===== src/rtl/core/shs_pkg.sv =====
package shs_pkg;
  localparam int MaxElements = 64;
  localparam int IdxW = $clog2(MaxElements);
  localparam int CntW = $clog2(MaxElements + 1);
  localparam int DataW = 32;

  typedef struct packed {
    logic signed [DataW-1:0] value;
    logic                    last;
    logic                    keep;
  } fe_item_t;

  typedef struct packed {
    logic signed [DataW-1:0] value;
    logic                    final_res;
    logic                    overflow;
  } res_item_t;
endpackage


===== src/rtl/core/shell_sorter_unit.sv =====
// Shell sorter: elements arrive one per input transfer and fill a 64-entry
// store; the transfer with last set closes the set, and elements beyond 64
// are dropped with overflow set on every result. The sort uses gaps n/2
// down to 1 with no early exit, so a set of n runs somewhat under n*n
// compare steps (3840 for a full store), each reading two entries, comparing
// them and writing both back when it swaps; results are then read and
// output one at a time. A two-entry queue keeps accepting input while a set
// is sorted and emitted; once it fills, inputs are stalled until the back
// end returns to loading.
module shell_sorter_unit
  import shs_pkg::*;
(
  input  logic                    clk,
  input  logic                    rst_n,
  input  logic                    in_valid,
  output logic                    in_stall,
  input  logic signed [DataW-1:0] in_value,
  input  logic                    in_last,
  output logic                    out_valid,
  input  logic                    out_stall,
  output logic signed [DataW-1:0] out_sorted_value,
  output logic                    out_final_res,
  output logic                    out_overflow
);
  logic      q_valid, q_stall;
  fe_item_t  q_item;
  res_item_t res;

  shs_front u_front (
    .clk, .rst_n, .in_valid, .in_stall, .in_value, .in_last,
    .q_valid, .q_stall, .q_item
  );

  shs_back u_back (
    .clk, .rst_n, .q_valid, .q_stall, .q_item,
    .out_valid, .out_stall, .out_item(res)
  );

  assign out_sorted_value = res.value;
  assign out_final_res    = res.final_res;
  assign out_overflow     = res.overflow;
endmodule


===== src/rtl/core/shs_front.sv =====
module shs_front
  import shs_pkg::*;
(
  input  logic                    clk,
  input  logic                    rst_n,
  input  logic                    in_valid,
  output logic                    in_stall,
  input  logic signed [DataW-1:0] in_value,
  input  logic                    in_last,
  output logic                    q_valid,
  input  logic                    q_stall,
  output fe_item_t                q_item
);
  localparam int QD = 2;
  fe_item_t  q_mem_r [QD];
  logic      wp_r, rp_r, wp_nxt, rp_nxt;
  logic [1:0] cnt_r, cnt_nxt;
  logic [CntW-1:0] fill_r, fill_nxt;
  logic      push, pop;

  assign in_stall = (cnt_r == 2'(QD));
  assign push     = in_valid && !in_stall;
  assign q_valid  = (cnt_r != 2'd0);
  assign pop      = q_valid && !q_stall;
  assign q_item   = q_mem_r[rp_r];

  always_comb begin
    wp_nxt   = push ? !wp_r : wp_r;
    rp_nxt   = pop ? !rp_r : rp_r;
    cnt_nxt  = cnt_r + 2'(push) - 2'(pop);
    fill_nxt = fill_r;
    if (push) begin
      if (in_last) fill_nxt = '0;
      else if (fill_r != CntW'(MaxElements)) fill_nxt = fill_r + 1'b1;
    end
  end

  always_ff @(posedge clk) begin
    if (!rst_n) begin
      wp_r <= 1'b0; rp_r <= 1'b0; cnt_r <= '0; fill_r <= '0;
    end else begin
      wp_r <= wp_nxt; rp_r <= rp_nxt; cnt_r <= cnt_nxt; fill_r <= fill_nxt;
    end
  end

  always_ff @(posedge clk) begin
    if (push) begin
      q_mem_r[wp_r].value <= in_value;
      q_mem_r[wp_r].last  <= in_last;
      q_mem_r[wp_r].keep  <= (fill_r != CntW'(MaxElements));
    end
  end

  a_cnt_range: assert property (@(posedge clk) disable iff (!rst_n) cnt_r <= 2'(QD))
    else $error("queue count out of range");
  a_no_push_full: assert property (@(posedge clk) disable iff (!rst_n)
    (cnt_r == 2'(QD)) |-> !push) else $error("push into full queue");
  a_fill_range: assert property (@(posedge clk) disable iff (!rst_n)
    fill_r <= CntW'(MaxElements)) else $error("fill count out of range");
endmodule


===== src/rtl/core/shs_back.sv =====
module shs_back
  import shs_pkg::*;
(
  input  logic      clk,
  input  logic      rst_n,
  input  logic      q_valid,
  output logic      q_stall,
  input  fe_item_t  q_item,
  output logic      out_valid,
  input  logic      out_stall,
  output res_item_t out_item
);
  typedef enum logic [6:0] {
    S_LOAD  = 7'b0000001,
    S_JINIT = 7'b0000010,
    S_RDA   = 7'b0000100,
    S_RDB   = 7'b0001000,
    S_CMP   = 7'b0010000,
    S_WRB   = 7'b0100000,
    S_EMIT  = 7'b1000000
  } st_t;

  st_t st_r, st_nxt;
  logic signed [DataW-1:0] mem [MaxElements];
  logic signed [DataW-1:0] rd_r, a_r, a_nxt;
  logic [CntW-1:0] n_r, n_nxt, gap_r, gap_nxt, i_r, i_nxt, j_r, j_nxt, k_r, k_nxt;
  logic ovf_r, ovf_nxt;
  logic we;
  logic [IdxW-1:0] wa, ra;
  logic signed [DataW-1:0] wd;
  logic emit_pend_r, emit_pend_nxt;
  logic ov_r, ov_nxt;
  res_item_t ob_r, ob_nxt;

  assign out_valid = ov_r;
  assign out_item  = ob_r;
  assign q_stall   = (st_r != S_LOAD);

  always_ff @(posedge clk) begin
    if (we) mem[wa] <= wd;
    rd_r <= mem[ra];
  end

  always_comb begin
    st_nxt = st_r; n_nxt = n_r; gap_nxt = gap_r; i_nxt = i_r; j_nxt = j_r; k_nxt = k_r;
    ovf_nxt = ovf_r; a_nxt = a_r; ov_nxt = ov_r; ob_nxt = ob_r;
    emit_pend_nxt = emit_pend_r;
    we = 1'b0; wa = n_r[IdxW-1:0]; wd = q_item.value; ra = j_r[IdxW-1:0];
    if (ov_r && !out_stall) ov_nxt = 1'b0;
    unique case (st_r)
      S_LOAD: begin
        if (q_valid) begin
          if (q_item.keep) begin
            we = 1'b1;
            n_nxt = n_r + 1'b1;
          end else begin
            ovf_nxt = 1'b1;
          end
          if (q_item.last) begin
            gap_nxt = (q_item.keep ? n_r + 1'b1 : n_r) >> 1;
            i_nxt = gap_nxt;
            k_nxt = '0;
            st_nxt = (gap_nxt == '0) ? S_RDA : S_JINIT;
            emit_pend_nxt = (gap_nxt == '0);
          end
        end
      end
      S_JINIT: begin
        if (i_r >= n_r) begin
          gap_nxt = gap_r >> 1;
          i_nxt = gap_nxt;
          if (gap_nxt == '0) begin
            emit_pend_nxt = 1'b1;
            st_nxt = S_RDA;
          end
        end else begin
          j_nxt = i_r;
          st_nxt = S_RDA;
        end
      end
      S_RDA: begin
        ra = emit_pend_r ? k_r[IdxW-1:0] : j_r[IdxW-1:0];
        st_nxt = emit_pend_r ? S_EMIT : S_RDB;
      end
      S_RDB: begin
        a_nxt = rd_r;
        ra = IdxW'(j_r - gap_r);
        st_nxt = S_CMP;
      end
      S_CMP: begin
        if (a_r < rd_r) begin
          we = 1'b1; wa = j_r[IdxW-1:0]; wd = rd_r;
          st_nxt = S_WRB;
        end else begin
          j_nxt = j_r - gap_r;
          if (j_nxt >= gap_r) st_nxt = S_RDA;
          else begin
            i_nxt = i_r + 1'b1;
            st_nxt = S_JINIT;
          end
        end
      end
      S_WRB: begin
        we = 1'b1; wa = IdxW'(j_r - gap_r); wd = a_r;
        j_nxt = j_r - gap_r;
        if (j_nxt >= gap_r) st_nxt = S_RDA;
        else begin
          i_nxt = i_r + 1'b1;
          st_nxt = S_JINIT;
        end
      end
      S_EMIT: begin
        ra = k_r[IdxW-1:0];
        if (!ov_r || !out_stall) begin
          ov_nxt = 1'b1;
          ob_nxt.value = rd_r;
          ob_nxt.final_res = (k_r + 1'b1 == n_r);
          ob_nxt.overflow = ovf_r;
          k_nxt = k_r + 1'b1;
          if (k_r + 1'b1 == n_r) begin
            n_nxt = '0; ovf_nxt = 1'b0; emit_pend_nxt = 1'b0;
            st_nxt = S_LOAD;
          end else begin
            st_nxt = S_RDA;
          end
        end
      end
      default: st_nxt = S_LOAD;
    endcase
  end

  always_ff @(posedge clk) begin
    if (!rst_n) begin
      st_r <= S_LOAD; n_r <= '0; ovf_r <= 1'b0; ov_r <= 1'b0; emit_pend_r <= 1'b0;
    end else begin
      st_r <= st_nxt; n_r <= n_nxt; ovf_r <= ovf_nxt; ov_r <= ov_nxt;
      emit_pend_r <= emit_pend_nxt;
    end
  end

  always_ff @(posedge clk) begin
    gap_r <= gap_nxt; i_r <= i_nxt; j_r <= j_nxt; k_r <= k_nxt;
    a_r <= a_nxt; ob_r <= ob_nxt;
  end

  a_onehot: assert property (@(posedge clk) disable iff (!rst_n) $onehot(st_r))
    else $error("state not one-hot");
  a_hold: assert property (@(posedge clk) disable iff (!rst_n)
    (ov_r && out_stall) |=> (ov_r && $stable(ob_r))) else $error("result lost");
  a_n_range: assert property (@(posedge clk) disable iff (!rst_n)
    n_r <= CntW'(MaxElements)) else $error("count out of range");
  a_emit_n: assert property (@(posedge clk) disable iff (!rst_n)
    (st_r == S_EMIT) |-> (k_r < n_r)) else $error("emit past count");
endmodule

===== config.mk =====
export PLATFORM = sky130hd
export DESIGN_NAME = shell_sorter_unit
export DESIGN_NICKNAME = d
export VERILOG_FILES = /design/src/rtl/core/shs_pkg.sv /design/src/rtl/core/shell_sorter_unit.sv /design/src/rtl/core/shs_front.sv /design/src/rtl/core/shs_back.sv
export SDC_FILE = /design/constraint.sdc
export NUM_CORES = 2
export LEC_CHECK = 0
export BUFFER_PORTS_ARGS = -buffer_cell sky130_fd_sc_hd__buf_4
export CAP_MARGIN = 20
export CORE_MARGIN = 2
export CORE_UTILIZATION = 44
export DETAILED_ROUTE_END_ITERATION = 12
export PLACE_DENSITY = 0.67
export SYNTH_ARGS = -nofsm -noshare
export SYNTH_HDL_FRONTEND = slang
export SYNTH_HIERARCHICAL = 1
export SYNTH_SLANG_ARGS = --single-unit

===== constraint.sdc =====
create_clock -name clk -period 9.1 [get_ports clk]
set_input_delay 0.455 -clock clk [delete_from_list [all_inputs] [get_ports clk]]
set_output_delay 0.455 -clock clk [all_outputs]
set_load 0.05 [all_outputs]

==> run summary <==
===========================================================================================
Headroom to the max-slew limit ...............................................        12.7%
Sort of element at the start of the critical path ............................         flop
Number of ports placed on the die boundary ...................................           73
Die Y ........................................................................       457 um
Main area contributors after synthesis ....................................... edfxtp_1 (73%), nand2_1 (7.0%), nand3_1 (3.2%)
Cell internal power dissipation ..............................................      18.1 mW
Vias/cell ....................................................................         6.09
Most frequent cell after synthesis ...........................................     edfxtp_1
Initial standard-cell utilization of the core ................................        44.2%
Final Hold Violating Endpoints ...............................................            0
Worst Setup End Kind .........................................................         flop
Number of buffers inserted during clock tree synthesis .......................          217
Arrival time at the worst endpoint ...........................................      6.73 ns
Overall die area .............................................................    0.209 mm2
Setup TNS after final layout .................................................         0 ns
Most used flip-flop cell after synthesis .....................................     edfxtp_1
Final design utilization .....................................................        49.7%
Clock slew at the register clock pins of the worst setup and hold paths ......      0.06 ns
Largest net degree at the start of global routing ............................          137
Part of the total power dissipated in sequential elements ....................        51.5%
Die outline width ............................................................       457 um
Standard cell core area ......................................................    0.204 mm2
Total routing resource utilization after global routing ......................        24.7%
Wire length of the first global-routing pass .................................       377 mm
Max-slew violation count .....................................................            0
Number of design-rule violations left by the first detailed-router iteration .         9139
Number of flip-flops and latches in the synthesized netlist ..................         2270
Logic gate share of total power ..............................................        13.3%
CP required ..................................................................      9.57 ns
Net count of the mapped netlist ..............................................         6551
Final GP Congestion ..........................................................        0.945
Count of yosys warnings during synthesis .....................................            6
Root Driver ..................................................................    clkbuf_16
Library cells used by synthesis ..............................................           80
Vias in the first global route ...............................................        53100
Residual DRC .................................................................            0
Highest clock rate ...........................................................    0.160 GHz
Proportion of register bits with asynchronous set or reset after synthesis ...           0%
List of most frequent post-synthesis cells ................................... edfxtp_1 (2209), nand2_1 (1672), nand3_1 (578)
Post CTS Setup Buffer Count ..................................................            0
CP Class ..................................................................... flop to flop
Total vias in the final route ................................................        57100
Area grow syn2layout .........................................................        12.4%
Dpl hpwl .....................................................................       151 mm
Maximum fanout count along the critical path .................................           45
Avg WL per Cell ..............................................................      28.2 um
Status .......................................................................    completed
Post-detailed-route count of antenna-violating nets ..........................            0
Peak supply drop .............................................................   0.000258 V
Routed Wire Length ...........................................................       264 mm
Leakage power of the design ..................................................      33.7 nW
Summed instance area of the synthesized netlist ..............................   0.0903 mm2
Finish-stage setup viols .....................................................            0
Count of TritonRoute iterations in the first routing pass ....................           10
Clock Latency Late Sink ......................................................      0.89 ns
Buffers from clock root to sink, at most .....................................            3
Site row count ...............................................................          166
Share of Yosys cell area claimed by the top area cell type ...................        73.5%
# fillers ....................................................................        16800
EDFF count, synth ............................................................         2209
TritonCTS clock tree .........................................................         done
Final critical path time including I/O delays and setup ......................      6.27 ns
Switching power share of the total ...........................................        27.1%
Net Sw Power .................................................................      6.74 mW
RSZ-0062 raised after global routing .........................................        false
Post-route clock period utilization ..........................................        68.9%
H-tree level count ...........................................................            4
# Max-Cap Violations .........................................................            0
Power density over cell area .................................................   245 mW/mm2
Multi-input combinational cell area ..........................................   0.0210 mm2
Sink count of the clock tree .................................................         2270
Number of buffer cells added on primary ports ................................           72
Number of antenna violations at the first check in global routing ............           19
Clock power frac .............................................................        35.2%
Syn_area_per_cell ............................................................     14.0 um2
Transition time at the pin with the least slew margin ........................      1.31 ns
Sequential share of the synthesized area .....................................        74.8%
Share of final-layout standard cells stronger than drive strength 1 ..........        10.0%
Number of standard cells after synthesis .....................................         6456
Cell taking the most area after synthesis ....................................     edfxtp_1
Worst setup skew after layout ................................................    0.0509 ns
Sequential cell area in the final layout .....................................   0.0676 mm2
Path category of the worst min-delay check ................................... input pin to flop
Worst-case register-to-register setup slack ..................................      2.83 ns
Grt ovf ......................................................................            0
Final Net Count ..............................................................         6599
===========================================================================================
==> metal layers <==
metal	routed length [um]	track usage [%]
met1	99500	33.7
met2	119000	37.0
met3	32200	6.49
met4	13300	11.3
met5	26	0
==> placed cells by master, fill, tap and decap left out, types with 10 or more instances in the layout <==
cell type	n
edfxtp_1	2209
nand2_1	1670
nand3_1	570
clkbuf_16	218
mux2i_1	218
a32oi_1	199
buf_4	150
nand4_1	128
a31oi_1	128
a21oi_1	80
and3_1	69
nor2_4	67
nor2_1	66
dfxtp_1	61
inv_1	60
clkinv_1	58
clkinv_2	57
ha_1	57
a311oi_1	52
o21ai_0	51
clkbuf_1	44
dlygate4sd3_1	37
mux2_2	36
a222oi_1	34
buf_12	31
xnor2_1	21
nor3_1	17
bufinv_16	14
inv_2	14
a32o_1	12
a221o_1	11
and2_1	10
or4_1	10
a22oi_1	10
==> power by group through the flow <==
stage	combinational, mW	sequential [mW]	clock, mW
detailed placement	3.21	13.0	0
global placement	3.14	13.0	0
CTS	3.24	12.8	8.84
finish	3.31	12.8	8.76
floorplan	1.57	13.0	0
global route	3.42	12.8	9.22
==> stage by stage <==
| stage | power [mW] | hold WS, ns | std cells | area (um2) | worst slack (ns) |
|---|---|---|---|---|---|
| after floorplan | 14.6 | 0.409 | 6456 | 90300 | 4.45 |
| after global placement | 16.2 | 0.419 | 8918 | 93900 | 3.20 |
| after detailed placement | 16.2 | 0.424 | 8922 | 93900 | 3.04 |
| after CTS | 24.9 | 0.285 | 9357 | 101000 | 2.99 |
| after global routing | 25.5 | 0.303 | 9372 | 101000 | 2.65 |
| final | 24.9 | 0.332 | 9376 | 101000 | 2.83 |
==> logic make-up after synthesis <==
family | Yosys count | synth area share, %
and+or+nand+nor | 2683 | 12.9
DFF | 2270 | 74.8
AOI/OAI and AO/OA | 671 | 5.69
buffers and inverters | 490 | 2.58
muxes | 254 | 2.87
adders and majority gates | 58 | 0.812
xor gates and xnor gates | 30 | 0.291
==> state kept, by name, indices dropped and copies added (netlist names), 32 cells and up, named ones only <==
name,count
u_back/a_r,32
u_back/mem,2048
u_front/q_mem_r,68
u_back/out_item,34
u_back/rd_r,32
==> worst paths after layout <==
| path | startpoint | to | cells past startpoint |
|---|---|---|---|
| max | u_back/rd_r[27] | u_back/mem[17][24] | 11 |
| min | in_value[23] | u_front/q_mem_r[1][25] | 2 |
| max reg2reg | u_back/rd_r[27] | u_back/mem[17][24] | 11 |
| min reg2reg | u_back/ovf_r | u_back/out_item[0] | 0 |
==> worst max-delay path: stages (launching register included) <==
cell	delay (ns)
dfxtp_1	0.37
inv_1	0.06
ha_1	0.33
a21oi_1	0.17
o21ai_0	0.16
a221oi_1	0.36
nand4b_1	0.15
o21ai_0	0.76
and2_2	1.03
a221o_1	0.38
nand3_1	0.85
nor2_4	1.21
==> repair_timing <==
| item | CTS | global route |
|---|---|---|
| gates resized for setup | 0 | 0 |
| hold endpoints to repair | 84 | 0 |
| hold buffers | 37 | 0 |
==> cell type report <==
cell class / instances / share of cell area (%)
inverter: 94 / 0.371
clock inverter: 133 / 1.18
antenna: 5 / 0.0123
tap: 2688 / 3.31
sequential: 2270 / 66.6
timing repair buffer: 225 / 2.25
clock buffer: 265 / 5.58
multi-input combinational: 3696 / 20.7
(Power assumes the default switching activity.)
